## config.mk

```make
export PLATFORM = sky130hd
export DESIGN_NAME = pixel_to_occupancy_cell
export DESIGN_NICKNAME = d
export VERILOG_FILES = /design/src/rtl/pto_pkg.sv /design/src/rtl/pto_front.sv /design/src/rtl/pto_div.sv /design/src/rtl/pto_back.sv /design/src/rtl/pixel_to_occupancy_cell.sv
export SDC_FILE = /design/constraint.sdc
export NUM_CORES = 2
export LEC_CHECK = 0
export BUFFER_PORTS_ARGS = -buffer_cell sky130_fd_sc_hd__buf_2
export CAP_MARGIN = 20
export CELL_PAD_IN_SITES_DETAIL_PLACEMENT = 0
export CELL_PAD_IN_SITES_GLOBAL_PLACEMENT = 1
export CORE_UTILIZATION = 35
export DETAILED_ROUTE_END_ITERATION = 10
export GPL_TIMING_DRIVEN = 0
export HOLD_SLACK_MARGIN = 0.08
export PLACE_DENSITY_LB_ADDON = 0.1
export SLEW_MARGIN = 20
export SYNTH_ARGS = -nofsm -noshare
export SYNTH_HDL_FRONTEND = slang
export SYNTH_HIERARCHICAL = 1
export SYNTH_SLANG_ARGS = --single-unit
```

## constraint.sdc

```tcl
create_clock -name clock -period 10.18 [get_ports clock]
set_clock_uncertainty 0.1 [all_clocks]
set_input_delay 0.509 -clock clock [delete_from_list [all_inputs] [get_ports clock]]
set_output_delay 0.509 -clock clock [all_outputs]
set_load 0.05 [all_outputs]
```

## src/rtl/pto_pkg.sv

```systemverilog
`default_nettype none

package pto_pkg;

   localparam int QUANT_W = 8;
   localparam int COORD_W = 12;
   localparam int DIM_W   = 13;
   localparam int IDX_W   = 24;
   localparam int THR_W   = 16;
   localparam int SUM_W   = 10;
   localparam int LIM_W   = 27;
   localparam int NUM_W   = 33;
   localparam int DD_W    = 26;
   localparam int QBITS   = 7;
   localparam int CELL_W  = 8;

   localparam logic [QUANT_W-1:0] QUANTUM_MAX = 8'd255;
   localparam logic [SUM_W-1:0]   DEN_RGB     = 10'd765;
   localparam logic [SUM_W-1:0]   DEN_RGBA    = 10'd1020;
   localparam logic [NUM_W-1:0]   LHS100_K    = 33'd6553600;
   localparam logic [NUM_W-1:0]   FREE100_K   = 33'd76500;
   localparam logic [11:0]        RAW_RECIP   = 12'd2731;
   localparam int                 RAW_SHIFT   = 14;
   localparam logic [SUM_W-1:0]   RAW_SUM_MAX = 10'd301;
   localparam logic [7:0]         OCC_FULL    = 8'd100;
   localparam logic [CELL_W-1:0]  CELL_UNKNOWN = 8'hFF;

   localparam logic [1:0] MODE_TRINARY = 2'd0;
   localparam logic [1:0] MODE_SCALE   = 2'd1;
   localparam logic [1:0] MODE_RAW     = 2'd2;

   localparam logic [2:0] REG_CONV_MODE  = 3'd0;
   localparam logic [2:0] REG_NEGATE     = 3'd1;
   localparam logic [2:0] REG_FREE_THR   = 3'd2;
   localparam logic [2:0] REG_OCC_THR    = 3'd3;
   localparam logic [2:0] REG_HAS_ALPHA  = 3'd4;
   localparam logic [2:0] REG_MAP_WIDTH  = 3'd5;
   localparam logic [2:0] REG_MAP_HEIGHT = 3'd6;

   localparam logic [THR_W-1:0] FREE_THR_RST = 16'd12845;
   localparam logic [THR_W-1:0] OCC_THR_RST  = 16'd42598;
   localparam logic [DIM_W-1:0] MAX_DIM      = 13'd4096;

   typedef struct packed {
      logic [1:0]       conv_mode;
      logic             negate_shade;
      logic [THR_W-1:0] free_threshold;
      logic [THR_W-1:0] occupied_threshold;
      logic             image_has_alpha;
      logic [DIM_W-1:0] map_width;
      logic [DIM_W-1:0] map_height;
   } cfg_type;

   typedef struct packed {
      logic [1:0]       conv_mode;
      logic             opac_nz;
      logic             occ_hit;
      logic             free_hit;
      logic             gap_zero;
      logic             raw_ok;
      logic [6:0]       raw_v;
      logic [IDX_W-1:0] cell_index;
   } side_type;

endpackage

`default_nettype wire

```

## src/rtl/pto_front.sv

```systemverilog
`default_nettype none

module pto_front (
   input  wire                          clock,
   input  wire                          reset,
   input  wire  pto_pkg::cfg_type       cfg,
   input  wire                          in_valid,
   output logic                         in_ready,
   input  wire  [pto_pkg::QUANT_W-1:0]  red_level,
   input  wire  [pto_pkg::QUANT_W-1:0]  green_level,
   input  wire  [pto_pkg::QUANT_W-1:0]  blue_level,
   input  wire  [pto_pkg::QUANT_W-1:0]  opacity_level,
   input  wire  [pto_pkg::COORD_W-1:0] pixel_column,
   input  wire  [pto_pkg::COORD_W-1:0] pixel_row,
   output logic                         out_valid,
   input  wire                          out_ready,
   output logic [pto_pkg::NUM_W-1:0]    out_num,
   output logic [pto_pkg::DD_W-1:0]     out_dd,
   output pto_pkg::side_type            out_side
);
   import pto_pkg::*;

   logic rdy1, rdy2, rdy3;

   // stage 1: sums, occupancy numerator, row flip
   logic               v1_ff;
   logic [1:0]         mode1_ff;
   logic               opac_nz1_ff;
   logic [SUM_W-1:0]   sum1_ff;
   logic [SUM_W-1:0]   occ1_ff;
   logic [SUM_W-1:0]   den1_ff;
   logic [IDX_W-1:0]   diff1_ff;
   logic [COORD_W-1:0] col1_ff;
   logic [THR_W-1:0]   tdiff1_ff;
   logic               gap1_ff;

   logic [SUM_W-1:0]   sum_in;
   logic [SUM_W-1:0]   den_in;
   logic               alpha_in;

   assign alpha_in = (cfg.conv_mode == MODE_TRINARY) && cfg.image_has_alpha;

   always_comb begin
      sum_in = SUM_W'(red_level) + SUM_W'(green_level) + SUM_W'(blue_level);
      den_in = DEN_RGB;
      if (alpha_in) begin
         sum_in = sum_in + SUM_W'(QUANTUM_MAX - opacity_level);
         den_in = DEN_RGBA;
      end
   end

   always_ff @(posedge clock) begin
      if (reset) begin
         v1_ff <= 1'b0;
      end else if (rdy1) begin
         v1_ff <= in_valid;
      end
   end

   always_ff @(posedge clock) begin
      if (rdy1) begin
         mode1_ff    <= cfg.conv_mode;
         opac_nz1_ff <= (opacity_level != '0);
         sum1_ff     <= sum_in;
         occ1_ff     <= cfg.negate_shade ? sum_in : den_in - sum_in;
         den1_ff     <= den_in;
         diff1_ff    <= IDX_W'(cfg.map_height) - IDX_W'(pixel_row) - IDX_W'(1);
         col1_ff     <= pixel_column;
         tdiff1_ff   <= cfg.occupied_threshold - cfg.free_threshold;
         gap1_ff     <= (cfg.occupied_threshold <= cfg.free_threshold);
      end
   end

   // stage 2: products
   logic               v2_ff;
   logic [1:0]         mode2_ff;
   logic               opac_nz2_ff;
   logic               gap2_ff;
   logic [LIM_W-1:0]   lhs2_ff;
   logic [LIM_W-1:0]   occ_lim2_ff;
   logic [LIM_W-1:0]   free_lim2_ff;
   logic [NUM_W-1:0]   lhs100_2_ff;
   logic [NUM_W-1:0]   free100_2_ff;
   logic [DD_W-1:0]    dd2_ff;
   logic [IDX_W-1:0]   prod2_ff;
   logic [COORD_W-1:0] col2_ff;
   logic [6:0]         raw_v2_ff;
   logic               raw_ok2_ff;

   logic [22:0]        raw_prod_in;
   logic [IDX_W-1:0]   idx_prod_in;

   assign raw_prod_in = ({12'd0, sum1_ff, 1'b0} + 23'd3) * {11'd0, RAW_RECIP};
   assign idx_prod_in = IDX_W'(cfg.map_width) * diff1_ff;

   always_ff @(posedge clock) begin
      if (reset) begin
         v2_ff <= 1'b0;
      end else if (rdy2) begin
         v2_ff <= v1_ff;
      end
   end

   always_ff @(posedge clock) begin
      if (rdy2) begin
         mode2_ff     <= mode1_ff;
         opac_nz2_ff  <= opac_nz1_ff;
         gap2_ff      <= gap1_ff;
         lhs2_ff      <= {1'b0, occ1_ff, 16'd0};
         occ_lim2_ff  <= LIM_W'(cfg.occupied_threshold) * LIM_W'(den1_ff);
         free_lim2_ff <= LIM_W'(cfg.free_threshold) * LIM_W'(den1_ff);
         lhs100_2_ff  <= NUM_W'(occ1_ff) * LHS100_K;
         free100_2_ff <= NUM_W'(cfg.free_threshold) * FREE100_K;
         dd2_ff       <= DD_W'(tdiff1_ff) * DD_W'(DEN_RGB);
         prod2_ff     <= idx_prod_in;
         col2_ff      <= col1_ff;
         raw_v2_ff    <= raw_prod_in[RAW_SHIFT+6:RAW_SHIFT];
         raw_ok2_ff   <= (sum1_ff <= RAW_SUM_MAX);
      end
   end

   // stage 3: threshold compares, interpolation numerator, index
   logic     v3_ff;
   side_type side3_ff;
   logic [NUM_W-1:0] num3_ff;
   logic [DD_W-1:0]  dd3_ff;

   always_ff @(posedge clock) begin
      if (reset) begin
         v3_ff <= 1'b0;
      end else if (rdy3) begin
         v3_ff <= v2_ff;
      end
   end

   always_ff @(posedge clock) begin
      if (rdy3) begin
         side3_ff.conv_mode  <= mode2_ff;
         side3_ff.opac_nz    <= opac_nz2_ff;
         side3_ff.occ_hit    <= (occ_lim2_ff < lhs2_ff);
         side3_ff.free_hit   <= (lhs2_ff < free_lim2_ff);
         side3_ff.gap_zero   <= gap2_ff;
         side3_ff.raw_ok     <= raw_ok2_ff;
         side3_ff.raw_v      <= raw_v2_ff;
         side3_ff.cell_index <= prod2_ff + IDX_W'(col2_ff);
         num3_ff             <= lhs100_2_ff - free100_2_ff;
         dd3_ff              <= dd2_ff;
      end
   end

   assign rdy3      = !v3_ff || out_ready;
   assign rdy2      = !v2_ff || rdy3;
   assign rdy1      = !v1_ff || rdy2;
   assign in_ready  = rdy1;
   assign out_valid = v3_ff;
   assign out_num   = num3_ff;
   assign out_dd    = dd3_ff;
   assign out_side  = side3_ff;

endmodule

`default_nettype wire

```

## src/rtl/pto_div.sv

```systemverilog
`default_nettype none

module pto_div (
   input  wire                          clock,
   input  wire                          reset,
   input  wire                          in_valid,
   output logic                         in_ready,
   input  wire  [pto_pkg::NUM_W-1:0]    in_num,
   input  wire  [pto_pkg::DD_W-1:0]     in_dd,
   input  wire  pto_pkg::side_type      in_side,
   output logic                         out_valid,
   input  wire                          out_ready,
   output logic [pto_pkg::QBITS-1:0]    out_quo,
   output logic [pto_pkg::DD_W-1:0]     out_rem,
   output logic [pto_pkg::DD_W-1:0]     out_dd,
   output pto_pkg::side_type            out_side
);
   import pto_pkg::*;

   // one quotient bit per stage, most significant first
   logic [QBITS:0]   vx;
   logic [QBITS:0]   rdy;
   logic [NUM_W-1:0] remx [QBITS+1];
   logic [DD_W-1:0]  ddx  [QBITS+1];
   logic [QBITS-1:0] quox [QBITS+1];
   side_type         sidex[QBITS+1];

   assign vx[0]    = in_valid;
   assign remx[0]  = in_num;
   assign ddx[0]   = in_dd;
   assign quox[0]  = '0;
   assign sidex[0] = in_side;
   assign rdy[QBITS] = out_ready;

   for (genvar g = 0; g < QBITS; g++) begin : g_stage
      localparam int SH = QBITS - 1 - g;

      logic             v_ff;
      logic [NUM_W-1:0] rem_ff;
      logic [DD_W-1:0]  dd_ff;
      logic [QBITS-1:0] quo_ff;
      side_type         side_ff;

      logic [NUM_W-1:0] dsh;
      logic             hit;

      assign dsh = NUM_W'(ddx[g]) << SH;
      assign hit = (remx[g] >= dsh);

      always_ff @(posedge clock) begin
         if (reset) begin
            v_ff <= 1'b0;
         end else if (rdy[g]) begin
            v_ff <= vx[g];
         end
      end

      always_ff @(posedge clock) begin
         if (rdy[g]) begin
            rem_ff  <= hit ? remx[g] - dsh : remx[g];
            quo_ff  <= quox[g] | (QBITS'(hit) << SH);
            dd_ff   <= ddx[g];
            side_ff <= sidex[g];
         end
      end

      assign rdy[g]     = !v_ff || rdy[g+1];
      assign vx[g+1]    = v_ff;
      assign remx[g+1]  = rem_ff;
      assign ddx[g+1]   = dd_ff;
      assign quox[g+1]  = quo_ff;
      assign sidex[g+1] = side_ff;
   end

   assign in_ready  = rdy[0];
   assign out_valid = vx[QBITS];
   assign out_quo   = quox[QBITS];
   assign out_rem   = remx[QBITS][DD_W-1:0];
   assign out_dd    = ddx[QBITS];
   assign out_side  = sidex[QBITS];

endmodule

`default_nettype wire

```

## src/rtl/pto_back.sv

```systemverilog
`default_nettype none

module pto_back (
   input  wire                          clock,
   input  wire                          reset,
   input  wire                          in_valid,
   output logic                         in_ready,
   input  wire  [pto_pkg::QBITS-1:0]    in_quo,
   input  wire  [pto_pkg::DD_W-1:0]     in_rem,
   input  wire  [pto_pkg::DD_W-1:0]     in_dd,
   input  wire  pto_pkg::side_type      in_side,
   output logic                         out_valid,
   input  wire                          out_ready,
   output logic [pto_pkg::CELL_W-1:0]   out_cell,
   output logic [pto_pkg::IDX_W-1:0]    out_index
);
   import pto_pkg::*;

   logic              v_ff;
   logic [CELL_W-1:0] cell_ff;
   logic [IDX_W-1:0]  index_ff;

   logic [DD_W:0]     two_rem;
   logic              round_up;
   logic [7:0]        interp;
   logic [CELL_W-1:0] cell_in;

   assign two_rem  = {in_rem, 1'b0};
   assign round_up = (two_rem > {1'b0, in_dd}) ||
                     ((two_rem == {1'b0, in_dd}) && in_quo[0]);
   assign interp   = 8'(in_quo) + 8'(round_up);

   always_comb begin
      cell_in = CELL_UNKNOWN;
      case (in_side.conv_mode)
         MODE_RAW: begin
            cell_in = in_side.raw_ok ? {1'b0, in_side.raw_v} : CELL_UNKNOWN;
         end
         MODE_TRINARY: begin
            if (in_side.occ_hit) begin
               cell_in = OCC_FULL;
            end else if (in_side.free_hit) begin
               cell_in = '0;
            end else begin
               cell_in = CELL_UNKNOWN;
            end
         end
         MODE_SCALE: begin
            if (in_side.opac_nz) begin
               cell_in = CELL_UNKNOWN;
            end else if (in_side.occ_hit) begin
               cell_in = OCC_FULL;
            end else if (in_side.free_hit || in_side.gap_zero) begin
               cell_in = '0;
            end else if (interp > OCC_FULL) begin
               cell_in = OCC_FULL;
            end else begin
               cell_in = interp;
            end
         end
         default: begin
            cell_in = CELL_UNKNOWN;
         end
      endcase
   end

   always_ff @(posedge clock) begin
      if (reset) begin
         v_ff <= 1'b0;
      end else if (in_ready) begin
         v_ff <= in_valid;
      end
   end

   always_ff @(posedge clock) begin
      if (in_ready) begin
         cell_ff  <= cell_in;
         index_ff <= in_side.cell_index;
      end
   end

   assign in_ready  = !v_ff || out_ready;
   assign out_valid = v_ff;
   assign out_cell  = cell_ff;
   assign out_index = index_ff;

endmodule

`default_nettype wire

```

## src/rtl/pixel_to_occupancy_cell.sv

```systemverilog
// Map-image pixel to occupancy-grid cell.
// Input words arrive on req_*: red, green, blue, opacity, column and row of
// one pixel. Each word yields exactly one rsp_* word holding the cell value
// (-1 unknown, 0 free .. 100 occupied) and the row-flipped grid index.
// Mode, negate, thresholds, alpha flag and map size are set through csr_*,
// and the user must do so only while no pixel is in flight (the block does
// not enforce this); writes take effect on the next clock. From acceptance
// to rsp_tvalid a word passes three arithmetic stages, seven stages of
// restoring division (one quotient bit each) for the scale interpolation,
// and the output register. Throughput is one word per cycle while rsp_tready
// is high. Every stage has its own valid bit and ready term, so empty stages
// fill while rsp_tready is low; the block stops taking words only once all
// eleven stages hold a word, and nothing is lost or repeated across a stall.
// Synchronous reset empties the pipeline and restores the register defaults.
`default_nettype none

module pixel_to_occupancy_cell (
   input  wire         clock,
   input  wire         reset,
   input  wire         req_tvalid,
   output logic        req_tready,
   // red[7:0] green[15:8] blue[23:16] opacity[31:24] column[43:32] row[55:44]
   input  wire  [55:0] req_tdata,
   output logic        rsp_tvalid,
   input  wire         rsp_tready,
   // cell_value[7:0] cell_index[31:8]
   output logic [31:0] rsp_tdata,
   input  wire         csr_we,
   input  wire  [2:0]  csr_index,
   input  wire  [15:0] csr_wdata
);
   import pto_pkg::*;

   cfg_type cfg_ff;
   cfg_type cfg_in;

   always_comb begin
      cfg_in = cfg_ff;
      if (csr_we) begin
         case (csr_index)
            REG_CONV_MODE:  cfg_in.conv_mode          = csr_wdata[1:0];
            REG_NEGATE:     cfg_in.negate_shade       = csr_wdata[0];
            REG_FREE_THR:   cfg_in.free_threshold     = csr_wdata;
            REG_OCC_THR:    cfg_in.occupied_threshold = csr_wdata;
            REG_HAS_ALPHA:  cfg_in.image_has_alpha    = csr_wdata[0];
            REG_MAP_WIDTH:  cfg_in.map_width          = csr_wdata[DIM_W-1:0];
            REG_MAP_HEIGHT: cfg_in.map_height         = csr_wdata[DIM_W-1:0];
            default: begin
               cfg_in = cfg_ff;
            end
         endcase
      end
   end

   always_ff @(posedge clock) begin
      if (reset) begin
         cfg_ff.conv_mode          <= MODE_TRINARY;
         cfg_ff.negate_shade       <= 1'b0;
         cfg_ff.free_threshold     <= FREE_THR_RST;
         cfg_ff.occupied_threshold <= OCC_THR_RST;
         cfg_ff.image_has_alpha    <= 1'b0;
         cfg_ff.map_width          <= MAX_DIM;
         cfg_ff.map_height         <= MAX_DIM;
      end else begin
         cfg_ff <= cfg_in;
      end
   end

   logic             f_valid, f_ready;
   logic [NUM_W-1:0] f_num;
   logic [DD_W-1:0]  f_dd;
   side_type         f_side;

   logic             d_valid, d_ready;
   logic [QBITS-1:0] d_quo;
   logic [DD_W-1:0]  d_rem;
   logic [DD_W-1:0]  d_dd;
   side_type         d_side;

   logic [CELL_W-1:0] cell_value;
   logic [IDX_W-1:0]  cell_index;

   pto_front u_front (
      .clock         (clock),
      .reset         (reset),
      .cfg           (cfg_ff),
      .in_valid      (req_tvalid),
      .in_ready      (req_tready),
      .red_level     (req_tdata[7:0]),
      .green_level   (req_tdata[15:8]),
      .blue_level    (req_tdata[23:16]),
      .opacity_level (req_tdata[31:24]),
      .pixel_column  (req_tdata[43:32]),
      .pixel_row     (req_tdata[55:44]),
      .out_valid     (f_valid),
      .out_ready     (f_ready),
      .out_num       (f_num),
      .out_dd        (f_dd),
      .out_side      (f_side)
   );

   pto_div u_div (
      .clock     (clock),
      .reset     (reset),
      .in_valid  (f_valid),
      .in_ready  (f_ready),
      .in_num    (f_num),
      .in_dd     (f_dd),
      .in_side   (f_side),
      .out_valid (d_valid),
      .out_ready (d_ready),
      .out_quo   (d_quo),
      .out_rem   (d_rem),
      .out_dd    (d_dd),
      .out_side  (d_side)
   );

   pto_back u_back (
      .clock     (clock),
      .reset     (reset),
      .in_valid  (d_valid),
      .in_ready  (d_ready),
      .in_quo    (d_quo),
      .in_rem    (d_rem),
      .in_dd     (d_dd),
      .in_side   (d_side),
      .out_valid (rsp_tvalid),
      .out_ready (rsp_tready),
      .out_cell  (cell_value),
      .out_index (cell_index)
   );

   assign rsp_tdata = {cell_index, cell_value};

   a_cell_range: assert property (@(posedge clock) disable iff (reset)
      rsp_tvalid |-> (rsp_tdata[7:0] == CELL_UNKNOWN || rsp_tdata[7:0] <= OCC_FULL))
      else $error("cell value out of range");

   a_bubble_ready: assert property (@(posedge clock) disable iff (reset)
      !rsp_tvalid |-> req_tready)
      else $error("input stalled with an empty output stage");

   a_reset_empty: assert property (@(posedge clock)
      reset |=> !rsp_tvalid)
      else $error("word left in pipeline after reset");

endmodule

`default_nettype wire

```

# --- Word-level counts from Yosys, hierarchy flattened ---
# Cells that the tools add are included.
totals:
  ff_bits: 1185
  input_bits: 80
  out_inout_bits: 34
  wordCells: 238
classes:
  addsub: 19
  mul: 7
  order_cmp: 13
  eq_ne: 9
  muxes: 18
  bitwise: 6
  n_reduce_logical: 37
op_table:
  columns: ["op", "n"]
  rows:
  - ["two-way mux 33 bit", 6]
  - ["two-way mux 8 bit", 7]
  - ["less-than comparator 26 bit", 2]
  - ["multiplier 16 x 10 -> 26 bit", 2]
  - ["greater-or-equal comparator 33 x 26 -> 1 bit", 1]
  - ["greater-or-equal comparator 33 x 27 -> 1 bit", 1]
  - ["greater-or-equal comparator 33 x 28 -> 1 bit", 1]
  - ["greater-or-equal comparator 33 x 29 -> 1 bit", 1]
  - ["greater-or-equal comparator 33 x 30 -> 1 bit", 1]
  - ["greater-or-equal comparator 33 x 31 -> 1 bit", 1]
  - ["greater-or-equal comparator 33 x 32 -> 1 bit", 1]
  - ["subtractor 33 x 27 -> 33 bit", 1]
  - ["subtractor 33 x 28 -> 33 bit", 1]
  - ["subtractor 33 x 29 -> 33 bit", 1]
  - ["subtractor 33 x 30 -> 33 bit", 1]
  - ["subtractor 33 x 31 -> 33 bit", 1]
  - ["subtractor 33 x 32 -> 33 bit", 1]
  - ["subtractor 33 bit", 1]
  - ["multiplier 16 x 15 -> 31 bit (second input constant)", 1]
  - ["equality test 27 x 26 -> 1 bit", 1]
  - ["greater-than comparator 27 x 26 -> 1 bit", 1]
  - ["multiplier 16 x 10 -> 26 bit (second input constant)", 1]
  - ["two-way mux 26 bit", 1]
  - ["subtractor 26 bit", 1]
  - ["38 further kinds", 72]

# --- Longest topological paths before layout ---
depth:
  word_depth: 12
  ltp_mapped: 22
  mapped_depth_nobuf: 22

# --- Hierarchy ---
# The synthesis kept the hierarchy.
modules_own_cells:
  columns: ["mod", "instances", "cells_each", "area_per_inst_um2", "seq_area_each_um2"]
  rows:
  - ["pto_front", 1, 3788, 40119.7, 9879.5]
  - ["pto_div", 1, 2666, 33581.0, 21160.3]
  - ["pixel_to_occupancy_cell", 1, 240, 2571.2, 1241.2]
  - ["pto_back", 1, 189, 2072.0, 980.9]

# --- Worst setup path before layout ---
# No wires, ideal clock.
synth_path:
  path_kind: "reg-to-reg"
  start: "register u_back.v_ff, in the netlist u_back/out_valid"
  end: "register u_front.col2_ff[0] (enable)"
  setup_ns: 0.969
  arrival_time_ns: 8.021
  required_time_ns: 9.111
  setup_slack_ns: 1.090
  stages_incl_launch_ff: 10
  path_buffers: 1
  synth_period_minus_slack_ns: 9.090
  path_cell_list: "dfxtp_1 > nand2b_1 > nor2b_1 > and2_1 > and3_1 > clkbuf_1 > nand4_1 > nor2b_1 > and2_1 > inv_1"
synth_between:
  elab_chain_cells: 11
synth_rtl:
  columns: ["item", "line", "rtl"]
  rows:
  - ["start: declaration", "pto_back.sv:19", "logic v_ff;"]
  - ["start signal: assignment", "pto_back.sv:71", "v_ff <= in_valid;"]
  - ["logical NOT 1 bit", "pto_back.sv:82", "assign in_ready = !v_ff || out_ready;"]
  - ["logical OR 1 bit", "pto_back.sv:82", null]
  - ["named net d_ready", "pixel_to_occupancy_cell.sv:74", "logic d_valid, d_ready;"]
  - ["logical OR 1 bit (7 in series)", "pto_div.sv:67", "assign rdy[g] = !v_ff || rdy[g+1];"]
  - ["named net f_ready", "pixel_to_occupancy_cell.sv:69", "logic f_valid, f_ready;"]
  - ["logical OR 1 bit", "pto_front.sv:151", "assign rdy3 = !v3_ff || out_ready;"]
  - ["logical OR 1 bit", "pto_front.sv:152", "assign rdy2 = !v2_ff || rdy3;"]
  - ["named net u_front.rdy2", "pto_front.sv:23", "logic rdy1, rdy2, rdy3;"]
  - ["end signal: assignment", "pto_front.sv:116", "col2_ff <= col1_ff;"]
  - ["end: declaration", "pto_front.sv:86", "logic [COORD_W-1:0] col2_ff;"]
# The timed path passes the listed nets, and every way through them passes these cells.
# A chain may end at the register's enable or synchronous reset.

# --- Worst setup path in the final report ---
layout_path:
  start: "register cfg_ff[50] (netlist bit)"
  end: "register u_front.free_lim2_ff[24], data pin"
layout_between:
  elab_chain_cells: 1
layout_rtl:
  columns: ["item", "line", "rtl"]
  rows:
  - ["start: declaration", "pixel_to_occupancy_cell.sv:34", "cfg_type cfg_ff;"]
  - ["start signal: assignment", "pixel_to_occupancy_cell.sv:65", "cfg_ff <= cfg_in;"]
  - ["multiplier 16 x 10 -> 26 bit", "pto_front.sv:111", "free_lim2_ff <= LIM_W'(cfg.free_threshold) * LIM_W'(den1_ff);"]
  - ["end signal: assignment", "pto_front.sv:111", null]
  - ["end: declaration", "pto_front.sv:81", "logic [LIM_W-1:0] free_lim2_ff;"]
# No other way between the ends.

==> key figures <==
Run status
  • Status: complete, no violations

Setup path
  • Crit path launch type: flip-flop
  • R2r startpoint: cfg_ff[50]
  • Crit Path Max Fanout: 10
  • Critical path class: reg2reg
  • Crit path capture type: flip-flop
  • R2R setup slack: 3.33 ns
  • Worst path cell trace: inv_1 -> fa_1 -> inv_1 -> fa_1 -> fa_1 -> inv_1 -> fa_1 -> fa_1 -> inv_1 -> ha_1 -> a21o_1 -> a21oi_2 -> o311ai_2 -> a41o_1 -> a21o_1 -> and4_4 -> o31a_1 -> o21a_1 -> o311ai_1
  • Worst r2r dst: u_front/free_lim2_ff[24]
  • Slowest CP cell: dfxtp_1
  • Crit path arrival time: 7.32 ns
  • Req. time, crit path: 10.65 ns
  • CP dominant cell by count: fa_1
  • Crit path largest cell delay: 0.91 ns
  • Reg2Reg Depth: 19

Worst hold path
  • Hold depth: 3
  • Hold WC Path Type: in2reg
  • Hold worst-path end: cfg_ff[21]
  • Hold Crit Start: csr_wdata[8]

Timing
  • Worst hold slack: 0.155 ns
  • Max frequency: 146 MHz
  • Period utilisation layout: 0.673
  • Relative slew slack: 0.297
  • RSZ-0062 raised after global routing: false
  • Setup ws final: 3.33 ns
  • Minimum clock period: 6.85 ns
  • Final Max Tran Viols: 0
  • Final Hold Vio Count: 0
  • Worst-Margin Slew: 1.05 ns
  • Count of final setup violators: 0

Layout
  • Layout area overhead: 12.2%
  • Fillers: 21700
  • Fin nets: 8616
  • Multi-input logic area: 39900 um^2
  • Fraction of layout cells with a size suffix above 1: 0.0576
  • Register Area: 33300 um^2

Placed design
  • GP Congestion: 0.826
  • Pre-CTS WS: 3.29 ns
  • Placed wire-length estimate: 160000 um
  • Port Buffers: 111

Route
  • Total Wirelength: 197000 um
  • DRC Markers: 0
  • Via density: 4.76
  • Routed via count: 48900
  • Average routed wire per standard cell: 19.2 um
  • 1st-iter DRT viols: 2397
  • Drt first pass iters: 7
  • ANT nets after route: 0

Flow run
  • Max_cap viols: 0

Synthesis
  • Post-synthesis sequential area ratio: 0.425
  • Most common cell in the synthesized netlist: inv_1
  • Largest cells by area after synthesis: edfxtp_1 41%, fa_1 14%, ha_1 13%
  • Yosys warnings: 6
  • Synth unique cells: 109
  • Post-synth top area share: 0.406
  • Yosys top cell by area: edfxtp_1
  • EDFF count, synth: 1059
  • #FFs+latches synth: 1132
  • Post-synth top flop: edfxtp_1
  • Mapped cell area: 78300 um^2
  • FFs w/ async S/R, synth: 0
  • Post-Synthesis Cells: 6883
  • Post-Syn Area per Cell: 11.4 um^2
  • Post-synth top cells: 1260 x inv_1, 1059 x edfxtp_1, 784 x ha_1

Pwr
  • P per Cell Area: 374 nW/um^2
  • Overall Power: 32800 uW
  • Leak: 0.0390 uW
  • Maximum VDD drop: 0.450 mV

Clocking
  • CTS buffer count: 132
  • Postcts setup bufs: 0
  • Clock root buffer: clkbuf_16
  • H-Tree Level Count: 4
  • Clk slew on worst S/H paths: 0.06 ns
  • # hold bufs at CTS: 36
  • Clock buffer depth: 3
  • TritonCTS clock tree: yes
  • Worst-Skew Late Latency: 0.77 ns
  • PostCTS Resize Cnt: 0
  • Clock Sinks: 1132

Global routing
  • Total grt overflow: 0
  • Vias in the first global route: 50300
  • Largest net degree at the start of global routing: 77
  • Total track usage: 0.177
  • First-pass GRT wire length: 304000 um
  • Antenna violations before repair: 1

Floorplanning
  • Die area: 226000 um^2
  • Initial Utilization: 0.352
  • Die Y: 475 um
  • Die width: 475 um
  • Core Area: 222000 um^2
  • Row Count: 173
  • IO Pins: 114
## layout by cell type (no fill, tap or decap), types with 18 or more instances in the layout
master         count
o21ai_0          132
o31ai_1           18
ha_1             784
dlygate4sd3_1     36
nor2b_1           52
a21o_1           119
clkinv_2          26
nand4_1           34
inv_1           1255
a211oi_1          39
clkbuf_16        135
nand3_1           86
nor4_1            40
nor2_1           261
and2_1           134
a21oi_1          316
mux2_1            32
xor2_1           132
nand2_1          439
buf_2            120
dfxtp_1           70
edfxtp_1        1059
and3_1            42
xnor2_1          275
fa_1             563
nand2b_1         102
o21a_1            53
o211ai_1          21
nor3_1            68
o21ai_1          169
clkbuf_1         118
a31oi_1           34
o21bai_1          52
or3_1             26
mux2i_1           74
## critical path: cells and delay by family, from the launching register on
kind,cells,cell delay (ns)
buf+inv,4,0.62
simple gates,1,0.22
flops,1,0.91
fa+ha+maj,6,2.90
compound gates,8,1.93
## logic make-up after synthesis
group / Yosys count / synth area share
adders and majority gates: 1347 / 0.269
buffers and inverters: 1386 / 0.0673
and+or+nand+nor: 1367 / 0.0865
DFF: 1132 / 0.425
other: 1 / 0.0000479
muxes: 117 / 0.0156
xor gates and xnor gates: 407 / 0.0455
AOI/OAI and AO/OA: 1126 / 0.0914
## metal layers
metal	wire, um	global-route usage	up-vias	share of wire
li1	-	-	24100	-
met1	90600	0.236	24000	0.46
met2	97400	0.306	624	0.49
met3	5160	0.0194	185	0.026
met4	3650	0.0370	0	0.019
met5	0	0	-	0
## sequential cells by signal, summed over array words and instances (netlist names), 24 cells and up
name / count
u_div/g_stage.side_ff: 228
u_div/g_stage.rem_ff: 224
u_div/g_stage.dd_ff: 156
cfg_ff: 62
u_div/out_side: 38
u_front/out_side: 38
u_front/free100_2_ff: 31
u_front/out_num: 31
u_div/out_dd: 26
u_front/dd2_ff: 26
u_front/free_lim2_ff: 26
u_front/out_dd: 26
u_back/out_index: 24
u_front/prod2_ff: 24
## final cells by class
cell class	count	area share
multi-input combinational	4366	0.453
timing repair buffer	171	0.0157
sequential	1132	0.378
clock inverter	67	0.00948
buffer	115	0.00569
tap	2975	0.0423
inverter	1271	0.0546
antenna	2	0.0000569
clock buffer	165	0.0402
## worst max-delay path by stage
stage,startpoint,to,cells past startpoint
2_1_floorplan,u_back/out_valid,u_front/col2_ff[0],9
3_3_place_gp,rsp_tready,u_front/lhs100_2_ff[19],10
3_5_place_dp,cfg_ff[57],u_front/free100_2_ff[31],19
4_1_cts,cfg_ff[57],u_front/free100_2_ff[31],19
5_1_grt,cfg_ff[57],u_front/free100_2_ff[29],19
6_report,cfg_ff[50],u_front/free_lim2_ff[24],19
## where the power goes
group	switching [uW]	internal, uW
sequential	1240	8130
clock	1990	2710
combinational	10900	7920
total	14100	18800
## through the flow
stage,area (um^2),setup TNS [ns],util,instances
after floorplan,78300,0,-,6884
after global placement,82600,-854.42,0.372,9970
after detailed placement,83200,0,0.374,9994
after CTS,87900,0,0.395,10300
after global routing,87900,0,0.395,10300
final,87900,0,0.395,10300
(Power assumes the default switching activity.)
